===== src/rtl/decimal_duration_to_microseconds_defines.svh =====
// Assertion macros used by dd2us_final in the decimal duration to microseconds RTL.
// Has no dependencies. Include by bare file name.
`ifndef DECIMAL_DURATION_TO_MICROSECONDS_DEFINES_SVH
`define DECIMAL_DURATION_TO_MICROSECONDS_DEFINES_SVH

// Same-cycle implication, disabled while reset is held
`define DD2US_ASSERT_IMPL(label, clk, rstn, ante, cons) \
    label: assert property (@(posedge clk) disable iff (!(rstn)) (ante) |-> (cons)) \
        else $error("dd2us same-cycle check failed");

// Next-cycle implication, disabled while reset is held
`define DD2US_ASSERT_NEXT(label, clk, rstn, ante, cons) \
    label: assert property (@(posedge clk) disable iff (!(rstn)) (ante) |=> (cons)) \
        else $error("dd2us next-cycle check failed");

`endif


===== src/rtl/dd2us_pkg.sv =====
// Package for the decimal duration to microseconds block: widths, character
// and status codes, item and snapshot structs, fraction weight function.
// No dependencies.
package dd2us_pkg;

    localparam int CHAR_W      = 8;
    localparam int DUR_W       = 63;
    localparam int STATUS_W    = 3;
    localparam int FRAC_DIGITS = 6;
    localparam int FRAC_W      = $clog2(10 ** FRAC_DIGITS);
    localparam int CNT_W       = $clog2(FRAC_DIGITS + 1);
    localparam int EXT_W       = DUR_W + 4;
    localparam int DIGIT_W     = 4;
    localparam int SCALE_W     = FRAC_W + DIGIT_W;

    // One second in output units
    localparam logic [FRAC_W-1:0] SCALE = FRAC_W'(10 ** FRAC_DIGITS);

    localparam logic [CHAR_W-1:0] CH_MINUS = 8'h2D;
    localparam logic [CHAR_W-1:0] CH_POINT = 8'h2E;
    localparam logic [CHAR_W-1:0] CH_ZERO  = 8'h30;
    localparam logic [CHAR_W-1:0] CH_NINE  = 8'h39;

    localparam logic [STATUS_W-1:0] ST_OK        = 3'd0;
    localparam logic [STATUS_W-1:0] ST_EMPTY     = 3'd1;
    localparam logic [STATUS_W-1:0] ST_NEGATIVE  = 3'd2;
    localparam logic [STATUS_W-1:0] ST_NO_INT    = 3'd3;
    localparam logic [STATUS_W-1:0] ST_BAD_INT   = 3'd4;
    localparam logic [STATUS_W-1:0] ST_INT_OVF   = 3'd5;
    localparam logic [STATUS_W-1:0] ST_BAD_FRAC  = 3'd6;
    localparam logic [STATUS_W-1:0] ST_FINAL_OVF = 3'd7;

    typedef enum logic [2:0] {
        PH_FIRST = 3'b001,
        PH_INT   = 3'b010,
        PH_FRAC  = 3'b100
    } phase_t;

    typedef enum logic [1:0] {
        EE_NONE  = 2'd0,
        EE_MINUS = 2'd1,
        EE_NOINT = 2'd2
    } early_err_t;

    typedef struct packed {
        logic [CHAR_W-1:0] char_code;
        logic              last;
        logic              no_char;
    } item_t;

    // Per-string results handed from the scanner to the output stage
    typedef struct packed {
        logic [STATUS_W-1:0] status;
        logic [DUR_W-1:0]    us;
        logic                us_ovf;
        logic [FRAC_W-1:0]   frac;
    } snap_t;

    // Weight of the fraction digit at position cnt: 10^(FRAC_DIGITS-1-cnt)
    function automatic logic [FRAC_W-1:0] frac_weight(input logic [CNT_W-1:0] cnt);
        logic [FRAC_W-1:0] w;
        w = FRAC_W'(1);
        for (int i = 0; i < FRAC_DIGITS - 1; i++) begin
            if (int'(cnt) + i < FRAC_DIGITS - 1) begin
                w = FRAC_W'(w * 10);
            end
        end
        return w;
    endfunction

endpackage


===== src/rtl/dd2us_scan.sv =====
// Character scanner: integer/fraction accumulators, error flags and the
// end-of-string snapshot register. Depends on dd2us_pkg.
module dd2us_scan
    import dd2us_pkg::*;
(
    input  logic  aclk,
    input  logic  aresetn,
    input  logic  item_en,
    input  item_t item,
    input  logic  snap_take,
    output logic  snap_valid,
    output snap_t snap
);

    logic [DUR_W-1:0]  sec_reg, sec_next;
    logic [DUR_W-1:0]  us_reg, us_next;
    logic              us_ovf_reg, us_ovf_next;
    logic [FRAC_W-1:0] frac_reg, frac_next;
    logic [CNT_W-1:0]  cnt_reg, cnt_next;
    phase_t            phase_reg, phase_next;
    early_err_t        ee_reg, ee_next;
    logic              bad_int_reg, bad_int_next;
    logic              int_ovf_reg, int_ovf_next;
    logic              bad_frac_reg, bad_frac_next;
    logic              snap_valid_reg, snap_valid_next;
    snap_t             snap_reg;

    logic               is_digit;
    logic [DIGIT_W-1:0] digit;
    logic [EXT_W-1:0]   sec_prod;
    logic [EXT_W-1:0]   us_prod;
    logic [SCALE_W-1:0] digit_scaled;
    logic [FRAC_W-1:0]  frac_term;
    logic               do_int;
    logic               do_frac;
    logic [STATUS_W-1:0] status_pre;

    // Decode the character and form the shift-add updates
    assign is_digit     = item.char_code inside {[CH_ZERO:CH_NINE]};
    assign digit        = item.char_code[DIGIT_W-1:0];
    assign sec_prod     = ({4'b0, sec_reg} << 3) + ({4'b0, sec_reg} << 1) + EXT_W'(digit);
    assign digit_scaled = SCALE_W'(digit) * SCALE_W'(SCALE);
    assign us_prod      = ({4'b0, us_reg} << 3) + ({4'b0, us_reg} << 1)
                          + EXT_W'(digit_scaled);
    assign frac_term    = FRAC_W'(digit) * frac_weight(cnt_reg);

    // Route the character to the integer or fraction path
    always_comb begin
        phase_next = phase_reg;
        ee_next    = ee_reg;
        do_int     = 1'b0;
        do_frac    = 1'b0;
        if (item_en && !item.no_char) begin
            case (phase_reg)
                PH_FIRST: begin
                    phase_next = PH_INT;
                    if (item.char_code == CH_MINUS) begin
                        ee_next = EE_MINUS;
                    end else if (item.char_code == CH_POINT) begin
                        ee_next = EE_NOINT;
                    end else begin
                        do_int = 1'b1;
                    end
                end
                PH_INT: begin
                    if (ee_reg == EE_NONE) begin
                        if (item.char_code == CH_POINT) begin
                            phase_next = PH_FRAC;
                        end else begin
                            do_int = 1'b1;
                        end
                    end
                end
                PH_FRAC: begin
                    do_frac = (ee_reg == EE_NONE);
                end
                default: begin
                    phase_next = phase_reg;
                end
            endcase
        end
    end

    // Apply integer and fraction digit updates
    always_comb begin
        sec_next      = sec_reg;
        us_next       = us_reg;
        us_ovf_next   = us_ovf_reg;
        frac_next     = frac_reg;
        cnt_next      = cnt_reg;
        bad_int_next  = bad_int_reg;
        int_ovf_next  = int_ovf_reg;
        bad_frac_next = bad_frac_reg;
        if (do_int) begin
            if (!is_digit) begin
                bad_int_next = 1'b1;
            end else if (!bad_int_reg && !int_ovf_reg) begin
                if (sec_prod[EXT_W-1:DUR_W] != '0) begin
                    int_ovf_next = 1'b1;
                end else begin
                    sec_next    = sec_prod[DUR_W-1:0];
                    us_next     = us_prod[DUR_W-1:0];
                    us_ovf_next = us_ovf_reg || (us_prod[EXT_W-1:DUR_W] != '0);
                end
            end
        end
        if (do_frac) begin
            if (!is_digit) begin
                bad_frac_next = 1'b1;
            end else if (cnt_reg < CNT_W'(FRAC_DIGITS)) begin
                frac_next = frac_reg + frac_term;
                cnt_next  = cnt_reg + CNT_W'(1);
            end
        end
    end

    // Resolve the early status by priority
    always_comb begin
        if (phase_next == PH_FIRST) begin
            status_pre = ST_EMPTY;
        end else if (ee_next == EE_MINUS) begin
            status_pre = ST_NEGATIVE;
        end else if (ee_next == EE_NOINT) begin
            status_pre = ST_NO_INT;
        end else if (bad_int_next) begin
            status_pre = ST_BAD_INT;
        end else if (int_ovf_next) begin
            status_pre = ST_INT_OVF;
        end else if (bad_frac_next) begin
            status_pre = ST_BAD_FRAC;
        end else begin
            status_pre = ST_OK;
        end
    end

    assign snap_valid_next = (item_en && item.last) ? 1'b1
                           : (snap_take ? 1'b0 : snap_valid_reg);

    // Advance the scanner; clear it after the final transfer of a string
    always_ff @(posedge aclk) begin
        if (!aresetn || (item_en && item.last)) begin
            sec_reg      <= '0;
            us_reg       <= '0;
            us_ovf_reg   <= 1'b0;
            frac_reg     <= '0;
            cnt_reg      <= '0;
            phase_reg    <= PH_FIRST;
            ee_reg       <= EE_NONE;
            bad_int_reg  <= 1'b0;
            int_ovf_reg  <= 1'b0;
            bad_frac_reg <= 1'b0;
        end else begin
            sec_reg      <= sec_next;
            us_reg       <= us_next;
            us_ovf_reg   <= us_ovf_next;
            frac_reg     <= frac_next;
            cnt_reg      <= cnt_next;
            phase_reg    <= phase_next;
            ee_reg       <= ee_next;
            bad_int_reg  <= bad_int_next;
            int_ovf_reg  <= int_ovf_next;
            bad_frac_reg <= bad_frac_next;
        end
    end

    // Hold the snapshot until the output stage takes it
    always_ff @(posedge aclk) begin
        if (!aresetn) begin
            snap_valid_reg <= 1'b0;
        end else begin
            snap_valid_reg <= snap_valid_next;
        end
    end

    always_ff @(posedge aclk) begin
        if (item_en && item.last) begin
            snap_reg <= '{status: status_pre, us: us_next, us_ovf: us_ovf_next,
                          frac: frac_next};
        end
    end

    assign snap_valid = snap_valid_reg;
    assign snap       = snap_reg;

endmodule


===== src/rtl/dd2us_final.sv =====
// Output stage: adds the scaled seconds and the padded fraction, decides
// the conversion overflow and holds the result register. Depends on dd2us_pkg and the defines header.
`include "decimal_duration_to_microseconds_defines.svh"
module dd2us_final
    import dd2us_pkg::*;
(
    input  logic                aclk,
    input  logic                aresetn,
    input  logic                snap_take,
    input  snap_t               snap,
    output logic                out_ready,
    output logic                m_tvalid,
    input  logic                m_tready,
    output logic [DUR_W-1:0]    m_duration,
    output logic [STATUS_W-1:0] m_status
);

    logic                m_valid_reg, m_valid_next;
    logic [DUR_W-1:0]    duration_reg;
    logic [STATUS_W-1:0] status_reg;

    logic [DUR_W:0]      total;
    logic [STATUS_W-1:0] status_final;
    logic [DUR_W-1:0]    duration_final;

    // Combine seconds and fraction, flag a sum beyond the output range
    assign total = {1'b0, snap.us} + (DUR_W+1)'(snap.frac);

    always_comb begin
        status_final   = snap.status;
        duration_final = '0;
        if (snap.status == ST_OK) begin
            if (snap.us_ovf || total[DUR_W]) begin
                status_final = ST_FINAL_OVF;
            end else begin
                duration_final = total[DUR_W-1:0];
            end
        end
    end

    assign out_ready    = !m_valid_reg || m_tready;
    assign m_valid_next = snap_take ? 1'b1 : (m_tready ? 1'b0 : m_valid_reg);

    always_ff @(posedge aclk) begin
        if (!aresetn) begin
            m_valid_reg <= 1'b0;
        end else begin
            m_valid_reg <= m_valid_next;
        end
    end

    // Load the result register when the snapshot moves over
    always_ff @(posedge aclk) begin
        if (snap_take) begin
            duration_reg <= duration_final;
            status_reg   <= status_final;
        end
    end

    assign m_tvalid   = m_valid_reg;
    assign m_duration = duration_reg;
    assign m_status   = status_reg;

    `DD2US_ASSERT_IMPL(a_err_zero, aclk, aresetn, m_valid_reg && (status_reg != ST_OK), duration_reg == '0)
    `DD2US_ASSERT_NEXT(a_take_valid, aclk, aresetn, snap_take, m_valid_reg)
    `DD2US_ASSERT_NEXT(a_early_kept, aclk, aresetn, snap_take && (snap.status != ST_OK), status_reg == $past(snap.status))
    `DD2US_ASSERT_IMPL(a_no_early_ovf, aclk, aresetn, snap_take, snap.status != ST_FINAL_OVF)

endmodule


===== src/rtl/decimal_duration_to_microseconds.sv =====
// Top level of the decimal duration to microseconds converter: input
// register and stage handshake around dd2us_scan and dd2us_final.
// Depends on dd2us_pkg.
//
// Usage:
//   s_axis carries one ASCII character per transfer in tdata; tlast marks the
//   final transfer of a string, and tuser set means the transfer carries no
//   character (with tlast alone it denotes an empty string).
//   m_axis carries one result per string: tdata holds the duration in
//   microseconds (zero on any error), tuser holds the status code.
//   Throughput: one character per cycle, also from the last character of one
//   string to the first of the next, while no final character waits on a held snapshot.
//   From the transfer of its final character, the result of a string passes
//   the input register, the snapshot register and then the result register.
//   The scaled seconds are kept by a shift-add beside the integer seconds,
//   so the end of a string needs only one 64-bit add and compare.
//   Stall: a waiting result does not block input; characters keep flowing
//   into the scanner, and s_axis_tready drops only when a further final
//   character would need the occupied snapshot and result registers.
//   Reset: aresetn low for one clock empties all stages and clears the
//   accumulators; the next character starts a new string.
module decimal_duration_to_microseconds
    import dd2us_pkg::*;
(
    input  logic        aclk,
    input  logic        aresetn,
    input  logic        s_axis_tvalid,
    output logic        s_axis_tready,
    input  logic [7:0]  s_axis_tdata,   // [7:0] char_code
    input  logic        s_axis_tlast,   // end_of_string
    input  logic        s_axis_tuser,   // [0] no_char
    output logic        m_axis_tvalid,
    input  logic        m_axis_tready,
    output logic [63:0] m_axis_tdata,   // [62:0] duration_us, [63] zero
    output logic [2:0]  m_axis_tuser    // [2:0] status
);

    logic  in_valid_reg, in_valid_next;
    item_t in_item_reg;

    logic  snap_valid;
    snap_t snap;
    logic  snap_take;
    logic  out_ready;
    logic  snap_hold;
    logic  item_adv;
    logic  s_transfer;

    logic [DUR_W-1:0] m_duration;

    // Stage handshake: a final character waits only for a blocked snapshot
    assign snap_take     = snap_valid && out_ready;
    assign snap_hold     = snap_valid && !out_ready;
    assign item_adv      = in_valid_reg && (!in_item_reg.last || !snap_hold);
    assign s_axis_tready = !in_valid_reg || item_adv;
    assign s_transfer    = s_axis_tvalid && s_axis_tready;
    assign in_valid_next = s_transfer ? 1'b1 : (item_adv ? 1'b0 : in_valid_reg);

    always_ff @(posedge aclk) begin
        if (!aresetn) begin
            in_valid_reg <= 1'b0;
        end else begin
            in_valid_reg <= in_valid_next;
        end
    end

    // Capture the input transfer
    always_ff @(posedge aclk) begin
        if (s_transfer) begin
            in_item_reg <= '{char_code: s_axis_tdata, last: s_axis_tlast,
                             no_char: s_axis_tuser};
        end
    end

    dd2us_scan u_scan (
        .aclk       (aclk),
        .aresetn    (aresetn),
        .item_en    (item_adv),
        .item       (in_item_reg),
        .snap_take  (snap_take),
        .snap_valid (snap_valid),
        .snap       (snap)
    );

    dd2us_final u_final (
        .aclk       (aclk),
        .aresetn    (aresetn),
        .snap_take  (snap_take),
        .snap       (snap),
        .out_ready  (out_ready),
        .m_tvalid   (m_axis_tvalid),
        .m_tready   (m_axis_tready),
        .m_duration (m_duration),
        .m_status   (m_axis_tuser)
    );

    assign m_axis_tdata = {1'b0, m_duration};

endmodule

===== config.mk =====
export PLATFORM = sky130hd
export DESIGN_NAME = decimal_duration_to_microseconds
export DESIGN_NICKNAME = d
export VERILOG_FILES = /design/src/rtl/dd2us_pkg.sv /design/src/rtl/dd2us_scan.sv /design/src/rtl/dd2us_final.sv /design/src/rtl/decimal_duration_to_microseconds.sv
export VERILOG_INCLUDE_DIRS = /design/src /design/src/rtl
export SDC_FILE = /design/constraint.sdc
export NUM_CORES = 1
export LEC_CHECK = 0
export ABC_AREA = 1
export BUFFER_PORTS_ARGS = -buffer_cell sky130_fd_sc_hd__buf_2
export CELL_PAD_IN_SITES_DETAIL_PLACEMENT = 1
export CELL_PAD_IN_SITES_GLOBAL_PLACEMENT = 1
export CORE_ASPECT_RATIO = 1.2
export CORE_MARGIN = 2
export CORE_UTILIZATION = 47
export CTS_CLUSTER_DIAMETER = 60
export CTS_CLUSTER_SIZE = 25
export DETAILED_ROUTE_END_ITERATION = 16
export PLACE_DENSITY = 0.86
export SETUP_SLACK_MARGIN = 0.1
export SYNTH_ARGS = -nofsm -noshare
export SYNTH_HDL_FRONTEND = slang
export SYNTH_HIERARCHICAL = 1
export SYNTH_SLANG_ARGS = --single-unit

===== constraint.sdc =====
create_clock -name aclk -period 11.8 [get_ports aclk]
set_input_delay 2.36 -clock aclk [delete_from_list [all_inputs] [get_ports aclk]]
set_output_delay 2.36 -clock aclk [all_outputs]
set_load 0.005 [all_outputs]

After elaboration in Yosys (flattened, before gate mapping)
Index checks and enable logic that the tools add are counted.
Widths: inputs -> output; s select.
{"block": "word_totals", "regBits": 324, "inputBits": 14, "out_inout_bits": 69, "word_cells": 144}
{"block": "classes", "n_addsub": 11, "multipliers": 6, "n_lt_le_gt_ge": 8, "eq_ne": 8, "muxes": 52, "bitwise_logic": 2, "reduce_logical": 34}
{"op": "$mux 63", "count": 4}
{"op": "$mux 20", "count": 7}
{"op": "$add 66x64->67", "count": 2}
{"op": "$lt 32x4->1 const B", "count": 4}
{"op": "$mul 20x3->19 const B", "count": 4}
{"op": "$add 67x24->67", "count": 1}
{"op": "$add 67x4->67", "count": 1}
{"op": "$add 63x20->64", "count": 1}
{"op": "$mux 1", "count": 24}
{"op": "$mux 3", "count": 8}
{"op": "$add 20x20->20", "count": 1}
{"op": "$mul 4x20->20", "count": 1}
{"op": "$mul 4x14->18 const B", "count": 1}
{"op": "$eq 8x6->1 const B", "count": 2}
{"op": "$mux 2", "count": 6}
{"op": "$logic_not 1->1", "count": 9}
{"op": "$add 3x2->4 const B", "count": 2}
{"op": "$ge 8x6->1 const B", "count": 1}
{"op": "$le 8x6->1 const B", "count": 1}
{"op": "$logic_and 1x1->1", "count": 8}
{"op": "$reduce_bool 4->1", "count": 2}
{"op": "$eq 3x1->1 const B", "count": 2}
{"op": "$logic_or 1x1->1", "count": 6}
{"op": "$lt 3x3->1 const B", "count": 2}
{"op": "other kinds (18)", "count": 21}

Depth between registers and ports, before layout
Gate-level depths: netlist of run 1.
{"block": "depth", "depth_word": 15, "ltp_mapped": 53, "mapped_depth_nobuf": 53}

Cells and area by module
The synthesis of run 1 kept the hierarchy.
{"mod": "dd2us_scan", "instances": 1, "cells_per_inst": 3611, "area_per_inst_um2": 24768.8, "seq_area_each_um2": 5795.6}
{"mod": "dd2us_final", "instances": 1, "cells_per_inst": 840, "area_per_inst_um2": 5765.5, "seq_area_each_um2": 2001.9}
{"mod": "decimal_duration_to_microseconds", "instances": 1, "cells_per_inst": 24, "area_per_inst_um2": 389.1, "seq_area_each_um2": 320.3}

Least setup slack after synthesis of run 1
OpenSTA, ideal clock, no wires.
{"block": "synth_timing", "kind": "reg-to-reg", "start": "reg u_scan.cnt_reg[0]", "end": "reg u_scan.snap_reg (netlist bit u_scan/snap[19]), data pin", "setup_ns": 0.251, "arrival_time_ns": 8.014, "required_ns": 11.549, "slack_ns": 3.535, "stages_incl_launch_ff": 47, "path_buffers": 0, "period_less_slack_ns": 8.265, "path_cell_list": "dfxtp_1 > ha_1 > o21ai_0 > inv_1 > ha_1 > inv_1 > nand2_1 > o21ai_0 > inv_1 > ha_1 > ha_1 > inv_1 > fa_1 > inv_1 > a21oi_1 > xor2_1 > a21oi_1 > ha_1 > [... 11 more ...] > fa_1 > fa_1 > inv_1 > fa_1 > inv_1 > ha_1 > inv_1 > nor3_1 > nand2_1 > or2_2 > o311ai_0 > nand3_1 > nand2_1 > nand2_1 > nand2_1 > nand2_1 > nand2_1 > inv_1"}
{"block": "synth_via", "elab_chain_cells": 15, "elab_cells_between_ends": 24, "cone_classes": "5 x add/sub; 5 x mul; 6 x order compare; 8 x mux"}
{"item": "start, declared", "line_no": "dd2us_scan.sv:19", "source": "logic [CNT_W-1:0] cnt_reg, cnt_next;"}
{"item": "start signal, assigned", "line_no": "dd2us_scan.sv:157", "source": "cnt_reg <= cnt_next;"}
{"item": "$lt 3x3->1", "line_no": "dd2us_pkg.sv:64", "source": "if (int'(cnt) + i < FRAC_DIGITS - 1) begin"}
{"item": "$mux 4", "line_no": "dd2us_pkg.sv:64"}
{"item": "$mul 20x3->19", "line_no": "dd2us_pkg.sv:65", "source": "w = FRAC_W'(w * 10);"}
{"item": "$mux 20", "line_no": "dd2us_pkg.sv:64"}
{"item": "$mul 20x3->19", "line_no": "dd2us_pkg.sv:65"}
{"item": "$mux 20", "line_no": "dd2us_pkg.sv:64"}
{"item": "$mul 20x3->19", "line_no": "dd2us_pkg.sv:65"}
{"item": "$mux 20", "line_no": "dd2us_pkg.sv:64"}
{"item": "$mul 20x3->19", "line_no": "dd2us_pkg.sv:65"}
{"item": "$mux 20", "line_no": "dd2us_pkg.sv:64"}
{"item": "$mul 4x20->20", "line_no": "dd2us_scan.sv:45", "source": "assign frac_term = FRAC_W'(digit) * frac_weight(cnt_reg);"}
{"item": "$add 20x20->20", "line_no": "dd2us_scan.sv:111", "source": "frac_next = frac_reg + frac_term;"}
{"item": "$mux 20 *", "line_no": "dd2us_scan.sv:110", "source": "end else if (cnt_reg < CNT_W'(FRAC_DIGITS)) begin"}
{"item": "$mux 20 *", "line_no": "dd2us_scan.sv:108", "source": "if (!is_digit) begin"}
{"item": "$mux 20 *", "line_no": "dd2us_scan.sv:107", "source": "if (do_frac) begin"}
{"item": "via u_scan.frac_next[19]", "line_no": "dd2us_scan.sv:18", "source": "logic [FRAC_W-1:0] frac_reg, frac_next;"}
{"item": "end signal, assigned", "line_no": "dd2us_scan.sv:177", "source": "snap_reg <= '{status: status_pre, us: us_next, us_ovf: us_ovf_next,"}
{"item": "end, declared", "line_no": "dd2us_scan.sv:26", "source": "snap_t snap_reg;"}
Mark *: on every way through the listed nets, which the timed path passes. The rest lies on a longest branch.
A chain may end at the register's enable or synchronous reset.

Worst setup path after layout of run 1
Ends and elaborated chain as after synthesis.

==> qor.csv, run 1 <==
stage;metric;value;unit
global_routing;track_usage;29.8;%
setup_path;cp_common_cell;inv_1;
logic_synthesis;netlist_area;0.0309;mm²
placed_design;place_congestion;0.970;
setup_path;endpoint_kind;flop;
timing;rsz0062_at_grt;no;
clock_tree;cts_buffers;31;
timing;finalSetupViolCount;0;
drt;drc;0;
drt;wl_per_cell;18.9;µm
logic_synthesis;syn_avg_cell_area;6.91;µm²
global_routing;overflow;0;
floorplanning;initial_core_util;47.2;%
setup_path;crit_buf_inv;10;
worst_hold_path;holdCritPathClass;flop to flop;
logic_synthesis;ys_seq_elements;324;
drt;viasPerCell;5.52;
timing;post-route-period-util;81.4;%
global_routing;grt_pass1_vias;31500;
logic_synthesis;synth-seq-area-share;26.3;%
flow_run;maxCapViolCount;0;
power_and_ir_drop;power_leakage;0.0173;µW
clock_tree;hold_buffers;0;
floorplanning;dieHeight;285;µm
setup_path;start_kind;flop;
placed_design;io_buffers;81;
floorplanning;io_pins;83;
floorplanning;core_area;0.0655;mm²
placed_design;dp.cells;5339;
cells_and_area;area_growth;7.91;%
cells_and_area;largest_register_ffs;87;
drt;ant_nets;0;
cells_and_area;drive_above_1_share;5.79;%
global_routing;grt_pass1_wl;164000;µm
clock_tree;cts_tree;built;
floorplanning;rows;103;
logic_synthesis;synth_edf_count;163;
logic_synthesis;ys.flop_type;edfxtp_1;
timing;slew_headroom;28.0;%
clock_tree;cts_sinks;324;
cells_and_area;diodes;0;
clock_tree;path_clk_slew;90;ps
drt;vias;29800;
cells_and_area;final_area;0.0334;mm²
floorplanning;dieArea;0.0679;mm²
timing;timing.fmax;0.104;GHz
setup_path;cp.required;12180;ps
placed_design;dp_hpwl;83200;µm
timing;holdWs;478;ps
power_and_ir_drop;vdd_ir_drop_max;103;µV
global_routing;grt_max_degree;92;
clock_tree;clock_latency;640;ps
logic_synthesis;post_synth_num_cell_types;58;
setup_path;cpMaxStageDelayCell;o311ai_0;
timing;tightest_slew;1080;ps
logic_synthesis;async_flop_share;0;%
global_routing;antenna_found_initial;3;
setup_path;critPathMaxFanout;7;
timing;tns;0;ps
clock_tree;cts_resized;0;
floorplanning;die_x;238;µm
drt;wirelength;102000;µm
drt;drtPass1Iterations;8;
placed_design;dpl_cell_area;0.0321;mm²
cells_and_area;final_nets;4966;
logic_synthesis;syn_nets;4909;
setup_path;critical_path_class;flop to flop;
power_and_ir_drop;power.density;84.4;mW/mm²
clock_tree;cts-root-buf;clkbuf_16;
setup_path;cpPeakStageDelay;600;ps
cells_and_area;fillCellCount;8625;
timing;finalClockSkew;31.8;ps
logic_synthesis;synth_warnings;6;
logic_synthesis;synthCells;4475;
clock_tree;htreeDepth;1;
drt;first_iter_violations;1595;
cells_and_area;layout.cells.non_filler;5397;
setup_path;cp.arrival;9980;ps
timing;slew_viol_final;0;
timing;hold_viol;0;
clock_tree;clockBufferDepth;3;
status;status;finished clean;
timing;post-route-min-period;9600;ps
clock_tree;post-cts-setup-buffer-count;0;
setup_path;crit_family;adder cells;
## where the power goes
| group | internal (µW) | leakage, µW | switching (µW) |
|---|---|---|---|
| registers | 1200 | 0.00284 | 16.5 |
| logic | 134 | 0.0138 | 273 |
| clock network | 581 | 0.000604 | 613 |
| total | 1920 | 0.0173 | 903 |
## synth_stat cells (5+ instances only)
cell / n / area, µm²
o211ai_1: 5 / 37.5
a21oi_2: 40 / 350
nand3_1: 215 / 1080
nand3_2: 7 / 70.1
or2_2: 13 / 81.3
nand4_1: 69 / 432
o31ai_1: 5 / 37.5
clkbuf_1: 34 / 128
nor2_1: 601 / 2260
a21oi_1: 291 / 1460
o21a_1: 8 / 60.1
a31oi_1: 23 / 144
inv_1: 740 / 2780
buf_2: 16 / 80.1
a21boi_0: 11 / 82.6
nand2_2: 7 / 43.8
buf_4: 5 / 37.5
nand3b_1: 25 / 188
dfxtp_1: 161 / 3220
fa_1: 79 / 1580
o21bai_1: 19 / 143
edfxtp_1: 163 / 4890
a21o_1: 28 / 210
nor2_2: 7 / 43.8
inv_2: 18 / 67.6
ha_1: 341 / 4270
xnor2_1: 59 / 517
buf_6: 12 / 135
o21ai_0: 164 / 821
xor2_1: 84 / 736
a211oi_1: 6 / 45.0
nand2_1: 1103 / 4140
o21ai_1: 14 / 70.1
nor3_1: 46 / 230
nor4_1: 12 / 75.1
## cell type report
class / count / area, µm² / share of cell area [%]
multi-input cells: 3319 / 19600 / 58.6
flip-flops and latches: 324 / 8120 / 24.3
inverters: 761 / 2860 / 8.56
well taps: 840 / 1050 / 3.15
clock buffers: 32 / 779 / 2.34
repair buffers: 95 / 510 / 1.53
clock inverters: 26 / 488 / 1.46
## placed cells by master (no fill, tap or decap), types with 25 or more instances in the layout
master     synthesis  final
nand4_1           69     69
fa_1              79     79
edfxtp_1         163    163
nand3b_1          25     25
dfxtp_1          161    161
nand3_1          215    215
inv_1            740    738
xnor2_1           59     59
ha_1             341    341
a21oi_2           40     40
nor2_1           601    600
buf_2             16     81
a21o_1            28     28
xor2_1            84     84
o21ai_0          164    164
nand2_1         1103   1103
clkbuf_16          0     31
nor3_1            46     45
a21oi_1          291    291
## kinds of logic (layout without fill, tap and decap cells)
logic type,Yosys count,after routing,share of synthesized area [%]
compound gates,629,629,11.6
xor+xnor,143,143,4.05
fa+ha+maj,420,420,18.9
buf+inv,832,914,10.5
flops,324,324,26.3
mux,2,2,0.0647
other cells,1,1,0.0121
simple gates,2124,2124,28.6
## metrics by stage
stage / util, % / power (µW) / setup slack [ps]
global route: 51.0 / 2950 / 1290
CTS: 51.0 / 2850 / 2100
finish: 51.0 / 2820 / 2200
global placement: 49.0 / 1620 / 2500
detailed placement: 49.0 / 1640 / 2170
floorplan: - / 1530 / 3530
## worst paths after layout
| kind | from | endpoint | slack (ps) | cells after the start |
|---|---|---|---|---|
| worst min register to register | u_scan/us_ovf_reg | u_scan/us_ovf_reg | 480 | 2 |
| worst min-delay path | u_scan/us_ovf_reg | u_scan/us_ovf_reg | 480 | 2 |
| worst max register to register | u_scan/cnt_reg[0] | u_scan/snap[19] | 2200 | 45 |
| worst max-delay path | u_scan/cnt_reg[0] | u_scan/snap[19] | 2200 | 45 |
## layer usage
metal | share of wire [%] | up-vias | track usage [%] | wire, µm
met3 | 4.3 | 225 | 3.03 | 4360
met4 | 3.5 | 6 | 10.4 | 3610
met1 | 43 | 14400 | 37.0 | 43800
met2 | 49 | 623 | 53.7 | 50200
met5 | 0.055 | - | 0 | 56
li1 | - | 14500 | - | -
## worst min-delay path, cell delays in order (launching register included)
cell	delay, ps
dfxtp_1	310
inv_1	70
a21oi_1	60
Note: power is estimated with default switching activity, not from simulation.
==> run 2, diff against run 1 <==
Clock period 11.8 ns to 10 ns, I/O delays scaled along.
==> run 2 against run 1 <==
Against the previous run: power up 21%; critical endpoint unchanged; setup slack worse by 1200 ps; utilization up 0.071 points; sequential share of layout area about the same; critical path type unchanged; die area unchanged; largest cell class unchanged; combinational power up 19%; worst hold slack worse by 2.8 ps; clock power up 25%; first-iteration DRC count up 8.5%; fmax up 6.7%; critical path depth up 2; routed wire length up 0.47%.
==> qor.csv, run 2 (same netlist as run 1, synthesis figures left out) <==
stage;metric;value;unit;change
clock_tree;htreeDepth;2;;was 1
timing;finalSetupViolCount;0;;unchanged
cells_and_area;layout_common_cells;nand2_1 (1,103), inv_1 (738), nor2_1 (600);;unchanged
floorplanning;initial_core_util;47.2;%;unchanged
power_and_ir_drop;totalPowerFinal;3410;µW;was 2820 µW
clock_tree;clock_latency;600;ps;was 640 ps
timing;rsz0062_at_grt;no;;unchanged
setup_path;crit_family;adder cells;;unchanged
clock_tree;hold_buffers;0;;unchanged
drt;wirelength;103000;µm;was 102,000 µm
timing;tightest_slew;1060;ps;was 1080 ps
cells_and_area;area_growth;8.06;%;was 7.91%
clock_tree;path_clk_slew;90;ps;about the same
drt;viasPerCell;5.50;;was 5.52
drt;wl_per_cell;19.0;µm;was 18.9 µm
setup_path;endpoint_kind;flop;;unchanged
placed_design;io_buffers;81;;unchanged
cells_and_area;largest_register_ffs;87;;unchanged
cells_and_area;diodes;0;;unchanged
timing;post-route-min-period;9000;ps;was 9600 ps
drt;drc;0;;unchanged
drt;vias;29700;;was 29,800
setup_path;cp.arrival;9350;ps;was 9980 ps
timing;finalClockSkew;47.7;ps;was 31.8 ps
floorplanning;rows;103;;unchanged
setup_path;critical_path_class;flop to flop;;unchanged
floorplanning;dieArea;0.0679;mm²;unchanged
floorplanning;dieHeight;285;µm;unchanged
setup_path;critPathMaxFanout;5;;was 7
cells_and_area;final_common_cell;nand2_1;;unchanged
setup_path;cp_common_cell;inv_1;;unchanged
clock_tree;clockBufferDepth;3;;unchanged
flow_run;maxCapViolCount;0;;unchanged
floorplanning;io_pins;83;;unchanged
worst_hold_path;holdCritPathClass;flop to flop;;unchanged
power_and_ir_drop;power.density;102;mW/mm²;was 84.4 mW/mm²
timing;tns;0;ps;unchanged
floorplanning;core_area;0.0655;mm²;unchanged
clock_tree;cts_resized;0;;unchanged
setup_path;cpPeakStageDelay;550;ps;was 600 ps
drt;first_iter_violations;1731;;was 1,595
global_routing;grt_max_degree;92;;unchanged
clock_tree;post-cts-setup-buffer-count;0;;unchanged
power_and_ir_drop;vdd_ir_drop_max;96.5;µV;was 103 µV
drt;drtPass1Iterations;5;;was 8
setup_path;cp.required;10350;ps;was 12,180 ps
timing;hold_viol;0;;unchanged
setup_path;start_kind;flop;;unchanged
cells_and_area;fillCellCount;8639;;was 8,625
global_routing;overflow;0;;unchanged
clock_tree;cts-root-buf;clkbuf_16;;unchanged
timing;slew_viol_final;0;;unchanged
global_routing;antenna_found_initial;0;;was 3
clock_tree;cts_tree;built;;unchanged
setup_path;crit_buf_inv;10;;unchanged
drt;ant_nets;0;;unchanged
global_routing;grt_pass1_wl;165000;µm;was 164,000 µm
cells_and_area;drive_above_1_share;5.92;%;was 5.79%
timing;timing.fmax;0.111;GHz;was 0.104 GHz
cells_and_area;final_nets;4968;;was 4,966
setup_path;cpMaxStageDelayCell;fa_1;;was o311ai_0
placed_design;place_congestion;0.969;;was 0.970
global_routing;track_usage;30.3;%;was 29.8%
timing;slew_headroom;29.3;%;was 28.0%
floorplanning;die_x;238;µm;unchanged
clock_tree;cts_buffers;34;;was 31
placed_design;dp_hpwl;82100;µm;was 83,200 µm
global_routing;grt_pass1_vias;31700;;was 31,500
status;status;finished clean;;unchanged
power_and_ir_drop;power_leakage;0.0173;µW;about the same
clock_tree;cts_sinks;324;;unchanged
timing;post-route-period-util;90.0;%;was 81.4%
==> run 2: cell count changes in the layout (fill, tap and decap cells not counted), sizes merged <==
cell / before / now
clkinv: 13 / 10
inv: 773 / 776
buf: 95 / 94
clkbuf: 32 / 35
==> run 2: tightest hold or removal path, cell delays in order (launching register included) <==
cell	delay [ps]
dfxtp_1	310
inv_1	60
a21oi_1	60
==> run 2: cell type report <==
type,instances,area (µm²),share of cell area [%]
clock buffer,35,876,2.62
timing repair buffer,94,503,1.51
inverter,761,2860,8.55
clock inverter,26,430,1.29
sequential,324,8120,24.3
multi-input combinational,3319,19600,58.6
tap,840,1050,3.15
==> run 2: stage by stage <==
stage | util [%] | setup slack, ps | instance area [µm²] | hold WS [ps] | instances
after floorplan | - | 1730 | 30900 | 436 | 4475
after global placement | 49.0 | 709 | 32100 | 443 | 5338
after detailed placement | 49.0 | 370 | 32100 | 461 | 5338
after CTS | 51.0 | 345 | 33400 | 476 | 5399
after global routing | 51.0 | 137 | 33400 | 510 | 5399
final | 51.0 | 996 | 33400 | 475 | 5399
==> run 2: path summary, 6_finish.rpt <==
check	slack (ps)	startpoint	cells past startpoint	endpoint
setup / recovery	1000	u_scan/cnt_reg[1]	47	u_scan/snap[19]
hold / removal	480	u_scan/us_ovf_reg	2	u_scan/us_ovf_reg
setup reg to reg	1000	u_scan/cnt_reg[1]	47	u_scan/snap[19]
hold reg to reg	480	u_scan/us_ovf_reg	2	u_scan/us_ovf_reg
==> run 2: routing by layer <==
metal / up-vias / GRT usage (%) / wire length, µm
met5: - / 0 / 0
met4: 0 / 11.8 / 4050
met3: 234 / 4.75 / 4850
met2: 667 / 53.6 / 50000
met1: 14300 / 36.6 / 43700
li1: 14500 / - / -
==> run 2: power by group <==
part	total, µW	switching (µW)	internal, µW
clock network	1490	737	750
logic	484	325	159
registers	1440	19.6	1420
total	3410	1080	2330
==> run 3, diff against run 2 <==
--- a/config.mk
+++ b/config.mk
@@ -19,3 +19,3 @@
 export PLACE_DENSITY = 0.86
-export SETUP_SLACK_MARGIN = 0.1
+export SETUP_SLACK_MARGIN = 0.4
 export SYNTH_ARGS = -nofsm -noshare
==> constraint.sdc (replaced) <==
create_clock -name aclk -period 10 [get_ports aclk]
set_input_delay 1 -clock aclk [delete_from_list [all_inputs] [get_ports aclk]]
set_output_delay 1 -clock aclk [all_outputs]
set_load 0.005 [all_outputs]
==> run 3 against run 2 <==
Against the previous run: critical path type unchanged; highest routed layer unchanged; count of clock-buffer cells in the layout down 2; global-route usage down 0.47 points; via count down 0.11%.
==> qor.csv, run 3 (same netlist as run 1, synthesis figures left out) <==
stage;metric;value;unit;change
timing;finalSetupViolCount;0;;unchanged
timing;tns;0;ps;unchanged
clock_tree;path_clk_slew;80;ps;was 90 ps
drt;viasPerCell;5.50;;about the same
floorplanning;dieHeight;285;µm;unchanged
global_routing;antenna_found_initial;0;;unchanged
cells_and_area;final_common_cell;nand2_1;;unchanged
cells_and_area;diodes;0;;unchanged
drt;vias;29700;;about the same
cells_and_area;area_growth;7.79;%;was 8.06%
flow_run;maxCapViolCount;0;;unchanged
placed_design;io_buffers;81;;unchanged
floorplanning;io_pins;83;;unchanged
setup_path;start_kind;flop;;unchanged
global_routing;track_usage;29.8;%;was 30.3%
drt;first_iter_violations;1736;;was 1,731
status;status;finished clean;;unchanged
drt;wirelength;102000;µm;was 103,000 µm
timing;hold_viol;0;;unchanged
floorplanning;initial_core_util;47.2;%;unchanged
timing;timing.fmax;0.112;GHz;was 0.111 GHz
timing;post-route-min-period;8910;ps;was 9000 ps
timing;slew_viol_final;0;;unchanged
floorplanning;core_area;0.0655;mm²;unchanged
cells_and_area;largest_register_ffs;87;;unchanged
clock_tree;cts_buffers;30;;was 34
clock_tree;cts_resized;1;;was 0
setup_path;cp_common_cell;inv_1;;unchanged
clock_tree;clockBufferDepth;3;;unchanged
clock_tree;hold_buffers;0;;unchanged
cells_and_area;layout_common_cells;nand2_1 (1,103), inv_1 (738), nor2_1 (599);;was nand2_1 (1,103), inv_1 (738), nor2_1 (600)
floorplanning;die_x;238;µm;unchanged
global_routing;grt_max_degree;92;;unchanged
clock_tree;post-cts-setup-buffer-count;0;;unchanged
setup_path;r2r_slack;1090;ps;was 1000 ps
worst_hold_path;holdCritPathClass;flop to flop;;unchanged
global_routing;grt_pass1_wl;164000;µm;was 165,000 µm
timing;tightest_slew;1100;ps;was 1060 ps
clock_tree;cts_sinks;324;;unchanged
drt;drc;0;;unchanged
setup_path;crit_family;adder cells;;unchanged
drt;ant_nets;0;;unchanged
global_routing;overflow;0;;unchanged
cells_and_area;drive_above_1_share;5.91;%;was 5.92%
floorplanning;dieArea;0.0679;mm²;unchanged
power_and_ir_drop;totalPowerFinal;3280;µW;was 3410 µW
power_and_ir_drop;power.density;98.5;mW/mm²;was 102 mW/mm²
drt;wl_per_cell;18.9;µm;was 19.0 µm
setup_path;cpPeakStageDelay;540;ps;was 550 ps
setup_path;critPathMaxFanout;5;;unchanged
global_routing;grt_pass1_vias;31200;;was 31,700
clock_tree;cts_tree;built;;unchanged
timing;rsz0062_at_grt;no;;unchanged
setup_path;critical_path_class;flop to flop;;unchanged
power_and_ir_drop;power_leakage;0.0172;µW;was 0.0173 µW
setup_path;cp.arrival;9310;ps;was 9350 ps
placed_design;place_congestion;0.969;;about the same
clock_tree;htreeDepth;1;;was 2
setup_path;cpMaxStageDelayCell;fa_1;;unchanged
setup_path;endpoint_kind;flop;;unchanged
timing;post-route-period-util;89.1;%;was 90.0%
power_and_ir_drop;vdd_ir_drop_max;110;µV;was 96.5 µV
floorplanning;rows;103;;unchanged
setup_path;cp.required;10400;ps;was 10,350 ps
clock_tree;clock_latency;650;ps;was 600 ps
cells_and_area;final_nets;4964;;was 4,968
timing;finalClockSkew;44.5;ps;was 47.7 ps
timing;slew_headroom;26.5;%;was 29.3%
drt;drtPass1Iterations;7;;was 5
placed_design;dp_hpwl;82200;µm;was 82,100 µm
setup_path;crit_buf_inv;10;;unchanged
clock_tree;cts-root-buf;clkbuf_16;;unchanged
[run 3: tightest hold or removal path: cells and delay by family, from the launching register on]
kind / cells / cell delay, ps
AND/OR/NAND/NOR: 1 / 80
flip-flops: 1 / 320
AO/OA/AOI/OAI: 1 / 60
[run 3: path summary, 6_finish.rpt]
kind,from,endpoint,cells after the start
max,u_scan/cnt_reg[1],u_scan/snap[19],45
max reg2reg,u_scan/cnt_reg[1],u_scan/snap[19],45
min reg2reg,u_scan/frac_reg[2],u_scan/frac_reg[2],2
min,u_scan/frac_reg[2],u_scan/frac_reg[2],2
[run 3: layout make-up]
cell class	instances	area [µm²]
Timing Repair Buffer	94	503
Sequential cell	324	8120
Clock inverter	23	399
Tap cell	840	1050
Multi-Input combinational cell	3319	19600
Clock buffer	33	805
Inverter	761	2860
Fill cell	8692	32100
[run 3: per-stage QoR]
| stage | utilization (%) | hold WS, ps | setup WS (ps) | instance area, µm² | instances |
|---|---|---|---|---|---|
| 2_1_floorplan | - | 436 | 1730 | 30900 | 4475 |
| 3_3_place_gp | 49.0 | 443 | 708 | 32100 | 5338 |
| 3_5_place_dp | 49.0 | 460 | 431 | 32100 | 5338 |
| 4_1_cts | 50.9 | 497 | 522 | 33300 | 5394 |
| 5_1_grt | 50.9 | 527 | 409 | 33300 | 5394 |
| 6_report | 50.9 | 499 | 1090 | 33300 | 5394 |
[run 3: routing by layer]
| metal | GRT usage, % | up-vias | wire [µm] |
|---|---|---|---|
| met5 | 0 | - | 0 |
| met4 | 8.80 | 0 | 3080 |
| met3 | 2.60 | 169 | 3650 |
| met2 | 54.1 | 583 | 50400 |
| met1 | 37.3 | 14400 | 44900 |
| li1 | - | 14500 | - |
[run 3: power by group]
part	internal, µW	switching [µW]
combinational	159	323
sequential	1420	18.8
clock	661	704
total	2240	1050
